File: config.mk
export PLATFORM = sky130hd
export DESIGN_NAME = crc_bit_serial_encode_check_flat
export DESIGN_NICKNAME = d
export VERILOG_FILES = /design/src/rtl/crcbs_pkg.sv /design/src/rtl/crcbs_if.sv /design/src/rtl/crcbs_cell.sv /design/src/rtl/crcbs_chain.sv /design/src/rtl/crc_bit_serial_encode_check.sv /design/src/flat_wrapper.sv
export VERILOG_INCLUDE_DIRS = /design/src /design/src/rtl
export SDC_FILE = /design/constraint.sdc
export NUM_CORES = 1
export LEC_CHECK = 0
export BUFFER_PORTS_ARGS = -buffer_cell sky130_fd_sc_hd__buf_4
export CAP_MARGIN = 20
export CORE_MARGIN = 4
export CORE_UTILIZATION = 30
export CTS_BUF_LIST = sky130_fd_sc_hd__clkbuf_4 sky130_fd_sc_hd__clkbuf_8
export CTS_CLUSTER_SIZE = 24
export DETAILED_ROUTE_END_ITERATION = 8
export GPL_TIMING_DRIVEN = 0
export PLACE_DENSITY_LB_ADDON = 0.12
export SYNTH_ARGS = -nofsm -noshare
export SYNTH_HDL_FRONTEND = slang
export SYNTH_SLANG_ARGS = --single-unit
File: constraint.sdc
create_clock -name clk -period 5.6 [get_ports clk]
set_input_delay 0.56 -clock clk [delete_from_list [all_inputs] [get_ports clk]]
set_output_delay 0.56 -clock clk [all_outputs]
set_load 0.02 [all_outputs]
File: src/rtl/crc_bit_serial_encode_check_assert.svh
// Assertion macros shared by the CRC bit-serial encoder/checker RTL.
`ifndef CRC_BIT_SERIAL_ENCODE_CHECK_ASSERT_SVH
`define CRC_BIT_SERIAL_ENCODE_CHECK_ASSERT_SVH

// Same-cycle implication, sampled on clk, off while arst_n is low.
`define CBS_ASSERT_IMP(lbl, ante, cons, msg) \
	lbl: assert property (@(posedge clk) disable iff (!arst_n) (ante) |-> (cons)) \
		else $error(msg);

// Next-cycle implication, sampled on clk, off while arst_n is low.
`define CBS_ASSERT_NXT(lbl, ante, cons, msg) \
	lbl: assert property (@(posedge clk) disable iff (!arst_n) (ante) |=> (cons)) \
		else $error(msg);

`endif

File: src/rtl/crcbs_pkg.sv
// Package of types and constants for the bit-serial CRC encoder/checker.
package crcbs_pkg;

	localparam int unsigned POLY_W    = 32;
	localparam int unsigned DEG_W     = 6;
	localparam int unsigned CFG_IDX_W = 1;

	// Configuration register indexes
	typedef enum logic [CFG_IDX_W-1:0] {
		REG_POLY   = 1'b0,
		REG_DEGREE = 1'b1
	} cfg_reg_t;

	localparam logic [POLY_W-1:0] POLY_RESET = 32'h04C1_1DB7;
	localparam logic [DEG_W-1:0]  DEG_RESET  = 6'd32;

	// Input action codes
	localparam logic ACTION_ENCODE = 1'b0;
	localparam logic ACTION_CHECK  = 1'b1;

	// Sequencer states
	typedef enum logic [1:0] {
		ST_RUN,
		ST_ZERO,
		ST_UNLOAD
	} state_t;

	// Control shared by every cell of the remainder chain
	typedef struct packed {
		logic shift;
		logic fb_en;
		logic clear;
	} cell_ctl_t;

endpackage

File: src/rtl/crcbs_if.sv
// Handshake interfaces: bit input, result output and configuration write.
interface crcbs_in_if;
	logic valid;
	logic ready;
	logic action;
	logic data_bit;
	logic is_final;

	modport source (output valid, output action, output data_bit, output is_final,
		input ready);
	modport sink (input valid, input action, input data_bit, input is_final,
		output ready);
endinterface

interface crcbs_out_if;
	logic valid;
	logic ready;
	logic out_bit;
	logic out_last;
	logic is_verdict;
	logic check_ok;

	modport source (output valid, output out_bit, output out_last, output is_verdict,
		output check_ok, input ready);
	modport sink (input valid, input out_bit, input out_last, input is_verdict,
		input check_ok, output ready);
endinterface

interface crcbs_cfg_if;
	logic                                 valid;
	logic                                 ready;
	logic [crcbs_pkg::CFG_IDX_W-1:0]      index;
	logic [crcbs_pkg::POLY_W-1:0]         data;

	modport source (output valid, output index, output data, input ready);
	modport sink (input valid, input index, input data, output ready);
endinterface

File: src/rtl/crcbs_cell.sv
// One remainder bit of the CRC division chain.
module crcbs_cell (
	input  logic                 clk,
	input  logic                 arst_n,
	input  crcbs_pkg::cell_ctl_t ctl,
	input  logic                 in_bit,
	input  logic                 fb,
	input  logic                 poly_bit,
	input  logic                 en,
	output logic                 q,
	output logic                 sh
);

	// value this bit takes on a shift; bits at or above the degree drop to zero
	assign sh = en & (in_bit ^ (fb & poly_bit));

	always_ff @(posedge clk or negedge arst_n) begin
		if (!arst_n) begin
			q <= 1'b0;
		end else if (ctl.clear) begin
			q <= 1'b0;
		end else if (ctl.shift) begin
			q <= sh;
		end
	end

endmodule

File: src/rtl/crcbs_chain.sv
// Row of remainder cells; each shifts into its upper neighbor with shared feedback.
module crcbs_chain #(
	parameter int unsigned MAX_DEGREE = 32,
	parameter int unsigned DW         = 5
) (
	input  logic                  clk,
	input  logic                  arst_n,
	input  crcbs_pkg::cell_ctl_t  ctl,
	input  logic                  data_in,
	input  logic [MAX_DEGREE-1:0] poly,
	input  logic [DW-1:0]         deg_m1,
	output logic [MAX_DEGREE-1:0] rem,
	output logic [MAX_DEGREE-1:0] sh_vec,
	output logic                  top
);

	logic fb;

	// bit d-1 leaves the register and folds the polynomial back in
	assign top = rem[deg_m1];
	assign fb  = top & ctl.fb_en;

	for (genvar i = 0; i < MAX_DEGREE; i++) begin : g_cell
		logic in_bit;
		logic en;

		if (i == 0) begin : g_head
			assign in_bit = data_in;
		end else begin : g_link
			assign in_bit = rem[i-1];
		end

		assign en = (DW'(i) <= deg_m1);

		crcbs_cell u_cell (
			.clk      (clk),
			.arst_n   (arst_n),
			.ctl      (ctl),
			.in_bit   (in_bit),
			.fb       (fb),
			.poly_bit (poly[i]),
			.en       (en),
			.q        (rem[i]),
			.sh       (sh_vec[i])
		);
	end

endmodule

File: src/rtl/crc_bit_serial_encode_check.sv
// A passthrough bit or a check verdict is offered in the cycle after its bit is taken.
// Throughput: one bit per cycle while the output is free, except a final encode bit, which
//   blocks the input while d zero bits flush through the cell chain, then d check beats.
// Check bits go out one per cycle from the top cell when not stalled, highest term first.
// Reset: polynomial 0x04C11DB7, degree 32, remainder cleared, output empty.
`include "crc_bit_serial_encode_check_assert.svh"

module crc_bit_serial_encode_check #(
	parameter int unsigned MAX_DEGREE = 32
) (
	input logic         clk,
	input logic         arst_n,
	crcbs_in_if.sink    msg,
	crcbs_out_if.source res,
	crcbs_cfg_if.sink   cfg
);

	localparam int unsigned DW      = (MAX_DEGREE > 1) ? $clog2(MAX_DEGREE) : 1;
	localparam logic [6:0]  DEG_CAP = 7'(MAX_DEGREE);

	logic [crcbs_pkg::POLY_W-1:0] poly_q;
	logic [crcbs_pkg::DEG_W-1:0]  deg_q;
	logic [MAX_DEGREE-1:0]        poly_ext;
	logic [6:0]                   deg_raw;
	logic [6:0]                   deg_eff;
	logic [DW-1:0]                deg_m1;

	crcbs_pkg::state_t    state_q, state_d;
	logic [DW-1:0]        cnt_q, cnt_d;
	crcbs_pkg::cell_ctl_t ctl;
	logic                 chain_din;
	logic [MAX_DEGREE-1:0] rem;
	logic [MAX_DEGREE-1:0] sh_vec;
	logic                 top;

	logic out_free;
	logic load_out;
	logic o_bit, o_last, o_verd, o_ok;
	logic out_valid_q;
	logic out_bit_q, out_last_q, is_verdict_q, check_ok_q;
	logic msg_acc;

	// configuration writes
	assign cfg.ready = 1'b1;

	always_ff @(posedge clk or negedge arst_n) begin
		if (!arst_n) begin
			poly_q <= crcbs_pkg::POLY_RESET;
			deg_q  <= crcbs_pkg::DEG_RESET;
		end else if (cfg.valid) begin
			if (cfg.index == crcbs_pkg::REG_POLY) begin
				poly_q <= cfg.data;
			end else if (cfg.index == crcbs_pkg::REG_DEGREE) begin
				deg_q <= cfg.data[crcbs_pkg::DEG_W-1:0];
			end
		end
	end

	// polynomial sized to the chain; terms above the register width are zero
	for (genvar i = 0; i < MAX_DEGREE; i++) begin : g_poly
		if (i < crcbs_pkg::POLY_W) begin : g_bit
			assign poly_ext[i] = poly_q[i];
		end else begin : g_zero
			assign poly_ext[i] = 1'b0;
		end
	end

	// effective degree: zero taken as one, clamped to the chain length
	assign deg_raw = {1'b0, deg_q};
	assign deg_eff = (deg_raw == 7'd0) ? 7'd1 : ((deg_raw > DEG_CAP) ? DEG_CAP : deg_raw);
	assign deg_m1  = DW'(deg_eff - 7'd1);

	crcbs_chain #(
		.MAX_DEGREE (MAX_DEGREE),
		.DW         (DW)
	) u_chain (
		.clk     (clk),
		.arst_n  (arst_n),
		.ctl     (ctl),
		.data_in (chain_din),
		.poly    (poly_ext),
		.deg_m1  (deg_m1),
		.rem     (rem),
		.sh_vec  (sh_vec),
		.top     (top)
	);

	assign out_free = !out_valid_q || res.ready;
	assign msg_acc  = msg.valid && msg.ready;

	// sequencer state
	always_ff @(posedge clk or negedge arst_n) begin
		if (!arst_n) begin
			state_q <= crcbs_pkg::ST_RUN;
			cnt_q   <= '0;
		end else begin
			state_q <= state_d;
			cnt_q   <= cnt_d;
		end
	end

	// next state, chain control and output load
	always_comb begin
		state_d   = state_q;
		cnt_d     = cnt_q;
		ctl       = '0;
		chain_din = 1'b0;
		load_out  = 1'b0;
		o_bit     = 1'b0;
		o_last    = 1'b0;
		o_verd    = 1'b0;
		o_ok      = 1'b0;
		msg.ready = 1'b0;
		unique case (state_q)
			crcbs_pkg::ST_RUN: begin
				msg.ready = out_free;
				if (msg.valid && out_free) begin
					ctl.shift = 1'b1;
					ctl.fb_en = 1'b1;
					chain_din = msg.data_bit;
					if (msg.action == crcbs_pkg::ACTION_ENCODE) begin
						load_out = 1'b1;
						o_bit    = msg.data_bit;
						if (msg.is_final) begin
							state_d = crcbs_pkg::ST_ZERO;
							cnt_d   = deg_m1;
						end
					end else if (msg.is_final) begin
						// verdict on the remainder after this bit, then start afresh
						load_out  = 1'b1;
						o_last    = 1'b1;
						o_verd    = 1'b1;
						o_ok      = ~|sh_vec;
						ctl.clear = 1'b1;
					end
				end
			end
			crcbs_pkg::ST_ZERO: begin
				// append d zero bits to the dividend
				ctl.shift = 1'b1;
				ctl.fb_en = 1'b1;
				cnt_d     = cnt_q - 1'b1;
				if (cnt_q == '0) begin
					state_d = crcbs_pkg::ST_UNLOAD;
					cnt_d   = deg_m1;
				end
			end
			crcbs_pkg::ST_UNLOAD: begin
				// plain shift out of the top cell; the chain ends up all zero
				if (out_free) begin
					load_out  = 1'b1;
					o_bit     = top;
					o_last    = (cnt_q == '0);
					ctl.shift = 1'b1;
					cnt_d     = cnt_q - 1'b1;
					if (cnt_q == '0) begin
						state_d = crcbs_pkg::ST_RUN;
					end
				end
			end
			default: begin
				state_d = crcbs_pkg::ST_RUN;
			end
		endcase
	end

	// output register
	always_ff @(posedge clk or negedge arst_n) begin
		if (!arst_n) begin
			out_valid_q <= 1'b0;
		end else begin
			out_valid_q <= load_out || (out_valid_q && !res.ready);
		end
	end

	always_ff @(posedge clk) begin
		if (load_out) begin
			out_bit_q    <= o_bit;
			out_last_q   <= o_last;
			is_verdict_q <= o_verd;
			check_ok_q   <= o_ok;
		end
	end

	assign res.valid      = out_valid_q;
	assign res.out_bit    = out_bit_q;
	assign res.out_last   = out_last_q;
	assign res.is_verdict = is_verdict_q;
	assign res.check_ok   = check_ok_q;

	// checks
	`CBS_ASSERT_NXT(a_enc_final_flush,
		msg_acc && (msg.action == crcbs_pkg::ACTION_ENCODE) && msg.is_final,
		state_q == crcbs_pkg::ST_ZERO, "encode final bit did not start the zero flush")
	`CBS_ASSERT_NXT(a_chk_final_clear,
		msg_acc && (msg.action == crcbs_pkg::ACTION_CHECK) && msg.is_final,
		(rem == '0) && res.valid && res.is_verdict, "check final bit left remainder or no verdict")
	`CBS_ASSERT_NXT(a_unload_done,
		(state_q == crcbs_pkg::ST_UNLOAD) && load_out && (cnt_q == '0),
		(state_q == crcbs_pkg::ST_RUN) && (rem == '0) && res.out_last,
		"unload ended without a cleared remainder and a last beat")
	`CBS_ASSERT_IMP(a_no_verdict_in_flush,
		state_q != crcbs_pkg::ST_RUN, !o_verd, "verdict raised during flush or unload")

endmodule

File: src/flat_wrapper.sv
// flat-port wrapper written by rule: the top's interface ports become plain ports
module crc_bit_serial_encode_check_flat 
#(
	parameter int unsigned MAX_DEGREE = 32
)
  (clk, arst_n, msg_valid, msg_action, msg_data_bit, msg_is_final, msg_ready, res_valid, res_out_bit, res_out_last, res_is_verdict, res_check_ok, res_ready, cfg_valid, cfg_index, cfg_data, cfg_ready);
  crcbs_in_if msg_i ();
  crcbs_out_if res_i ();
  crcbs_cfg_if cfg_i ();
  input logic clk;
  input logic arst_n;
  input wire logic [$bits(msg_i.valid)-1:0] msg_valid;
  input wire logic [$bits(msg_i.action)-1:0] msg_action;
  input wire logic [$bits(msg_i.data_bit)-1:0] msg_data_bit;
  input wire logic [$bits(msg_i.is_final)-1:0] msg_is_final;
  output wire logic [$bits(msg_i.ready)-1:0] msg_ready;
  output wire logic [$bits(res_i.valid)-1:0] res_valid;
  output wire logic [$bits(res_i.out_bit)-1:0] res_out_bit;
  output wire logic [$bits(res_i.out_last)-1:0] res_out_last;
  output wire logic [$bits(res_i.is_verdict)-1:0] res_is_verdict;
  output wire logic [$bits(res_i.check_ok)-1:0] res_check_ok;
  input wire logic [$bits(res_i.ready)-1:0] res_ready;
  input wire logic [$bits(cfg_i.valid)-1:0] cfg_valid;
  input wire logic [$bits(cfg_i.index)-1:0] cfg_index;
  input wire logic [$bits(cfg_i.data)-1:0] cfg_data;
  output wire logic [$bits(cfg_i.ready)-1:0] cfg_ready;
  assign msg_i.valid = msg_valid;
  assign msg_i.action = msg_action;
  assign msg_i.data_bit = msg_data_bit;
  assign msg_i.is_final = msg_is_final;
  assign msg_ready = msg_i.ready;
  assign res_valid = res_i.valid;
  assign res_out_bit = res_i.out_bit;
  assign res_out_last = res_i.out_last;
  assign res_is_verdict = res_i.is_verdict;
  assign res_check_ok = res_i.check_ok;
  assign res_i.ready = res_ready;
  assign cfg_i.valid = cfg_valid;
  assign cfg_i.index = cfg_index;
  assign cfg_i.data = cfg_data;
  assign cfg_ready = cfg_i.ready;
  crc_bit_serial_encode_check #(.MAX_DEGREE(MAX_DEGREE)) u_core (.clk(clk), .arst_n(arst_n), .msg(msg_i), .res(res_i), .cfg(cfg_i));
endmodule
==> run summary <==
Post-CTS Repair Setup Buffers -> 0
Delay-heaviest family, CP -> simple AND/OR/NAND/NOR gates
CTS Buf Count -> 9
Fraction of layout cells with a size suffix above 1 -> 0.259
Drt first-iter violations -> 256
WP buf/inv -> 1
Max cap viols -> 0
Static leakage -> 2.47 nW
Final setup vio count -> 0
Max IR drop VDD -> 0.176 mV
IO Pins -> 48
Critical Path Source Type -> flip-flop
Top-count cell post-synth -> nand2_1
Share of the synthesized area in the top cell type -> 0.315
Clock skew -> 0.0112 ns
Filler Cells Inserted -> 1681
Flops & latches, synth -> 82
Final Hold Fails -> 0
Top cells by area, synth -> dfrtp_1 32%, mux2_2 9.5%, dfstp_2 7.9%, nand2_1 4.8%, mux4_1 3.2%
RePlAce Congestion -> 0.936
CTS Buffer Depth -> 2
Hold Slack -> 0.398 ns
EDFF count, synth -> 4
Arrival @ worst endpoint -> 5.39 ns
CP max stage cell -> o21ai_1
Synthesized instance count -> 488
Crit path largest cell delay -> 0.51 ns
Starting Density -> 0.310
Hold WC Path Type -> primary input to flip-flop
Status -> complete, no violations
Total congestion overflow -> 0
Initial DRT Pass Iterations -> 4
Tmin final -> 5.25 ns
Crit Path Max Fanout -> 10
Req. time, crit path -> 5.74 ns
Reg2Reg Setup Slack -> 0.35 ns
DR vias -> 4221
H-tree Lvls -> 3
First-pass GRT wire length -> 24.6 mm
Vias/cell -> 5.49
Die width -> 137 um
Net count after synthesis -> 538
DP Wirelength -> 11.9 mm
Final net count -> 598
Multi-input gate area -> 2700 um^2
YS warnings -> 0
DRC -> 0
Clk Latency, worst-skew pair -> 0.39 ns
Die H -> 137 um
Initial antenna violation count -> 0
Reg clk slew, reported paths -> 0.09 ns
Sequential-to-total area share from yosys stat -> 0.418
Syn avg cell area -> 10.2 um^2
Buffers on Ports -> 46
# rows -> 46
Setup crit end kind -> flip-flop
Number of routed nets with antenna violations -> 0
Final Cycle Share -> 0.937
Synth top cells by count -> 64 x nand2_1, 63 x dfrtp_1, 42 x mux2_2, 25 x a21oi_1, 22 x nor2_1
Slew HR -> 0.346
Vias in the first global route -> 4243
DR WL/cell -> 20.6 um
Total clock sinks -> 82
Core ar. -> 16100 um^2
# diodes -> 0
Clock root cell -> clkbuf_8
Syn Std Cell Area -> 5000 um^2
Final WL -> 15.8 mm
Async SR Flop Fraction -> 0.951
Worst slew pin tran -> 0.974 ns
RSZ-0062 raised after global routing -> no
Register area -> 2090 um^2
Setup Crit Path Kind -> flip-flop to flip-flop
Power density cells -> 477 nW/um^2
Syn-to-layout area delta -> 17.3%
Setup TNS Final -> 0 ns
Largest area contributor in the netlist -> dfrtp_1
Critical path, cell by cell -> nor4_1 > o21ai_1 > ha_1 > or4b_1 > o211a_1 > nor2_1 > nand2_1 > o21ai_4 > buf_6 > nor3_1 > mux2i_1 > o221ai_1 > or4_1 > a2111oi_2
Slew Viols, Final -> 0
Post-synth top flop -> dfrtp_1
TritonCTS clock tree -> yes
Die area -> 18800 um^2
Max Fclk -> 0.191 GHz
Distinct cell type count after synthesis -> 69
Largest net degree at the start of global routing -> 79
Tot GR Track Use -> 0.176
cell families after synthesis:
| kind of cell | share of synthesized area |
|---|---|
| compound gates | 0.177 |
| xor+xnor | 0.0353 |
| fa+ha+maj | 0.0225 |
| buf+inv | 0.0411 |
| flops | 0.418 |
| mux | 0.151 |
| other cells | 0.000750 |
| simple gates | 0.154 |
final timing paths:
| kind | start | to | cells after the start |
|---|---|---|---|
| max in group asynchronous | arst_n | u_core.poly_ext[10]$_DFFE_PN1P_ | 3 |
| hold reg to reg | u_core.poly_ext[18]$_DFFE_PN0P_ | u_core.poly_ext[18]$_DFFE_PN0P_ | 1 |
| min in group asynchronous | arst_n | u_core.cnt_q[3]$_DFFE_PN0P_ | 2 |
| setup reg to reg | u_core.deg_q[2]$_DFFE_PN0P_ | u_core.res.check_ok$_SDFFCE_PN0P_ | 14 |
| setup / recovery | u_core.deg_q[2]$_DFFE_PN0P_ | u_core.res.check_ok$_SDFFCE_PN0P_ | 14 |
| hold / removal | cfg_data[21] | u_core.poly_ext[21]$_DFFE_PN0P_ | 2 |
cell type report:
type / count / area share
clock inverters: 7 / 0.0132
flip-flops and latches: 82 / 0.357
inverters: 12 / 0.00769
plain buffers: 29 / 0.0275
well taps: 216 / 0.0461
repair buffers: 49 / 0.0666
clock buffers: 9 / 0.0211
multi-input cells: 365 / 0.461
timing repair:
item	CTS	global route
endpoints found under the setup margin	0	1
endpoints found under the hold margin	0	7
gates resized for setup	0	2
hold buffers	0	1
registers in the layout (all words and copies together), names as in the netlist, 2 cells and up:
signal and flops:
u_core.cnt_q 5, u_core.deg_q 6, u_core.poly_ext 32, u_core.state_q 2, u_core.u_chain.g_cell.u_cell.q 32
report_power, final:
part / switching [mW] / internal, mW / total [mW]
Sequential: 0.126 / 0.751 / 0.877
Combinational: 0.917 / 0.542 / 1.46
Clock: 0.249 / 0.209 / 0.458
metal layers:
metal / up-vias / wire (um) / part of all wire / GRT usage
li1: 1941 / - / - / -
met1: 2100 / 7200 / 0.46 / 0.238
met2: 147 / 7140 / 0.45 / 0.269
met3: 33 / 893 / 0.056 / 0.0419
met4: 0 / 590 / 0.037 / 0.0765
met5: - / 0 / 0 / 0
stage by stage:
step	setup WS (ns)	power (mW)	utilization	std cells	cell area, um^2
after floorplan	1.62	1.85	-	488	5000
after global placement	0.171	2.31	0.348	750	5610
after detailed placement	0.346	2.32	0.349	751	5620
after CTS	0.325	2.80	0.361	767	5820
after global routing	0.106	2.98	0.364	769	5860
final	0.351	2.79	0.364	769	5860
layout by cell type (no fill, tap or decap), types with 4 or more instances in the layout:
cell,n
nand2_1,64
dfrtp_1,63
buf_4,48
mux2_2,42
a21oi_1,25
nor2_1,22
nor3_1,21
o21ai_0,18
clkbuf_1,15
a22o_1,15
dfstp_2,15
o31ai_1,14
inv_1,11
xnor2_1,10
mux2i_1,9
ha_1,9
clkbuf_8,9
a32o_1,8
nand2b_1,7
xor2_1,7
or4_1,7
mux4_1,6
buf_6,6
nand3_1,5
or3_1,5
a31oi_1,5
buf_1,4
o22ai_1,4
edfxtp_1,4
Power figures use the tool's default switching activity.
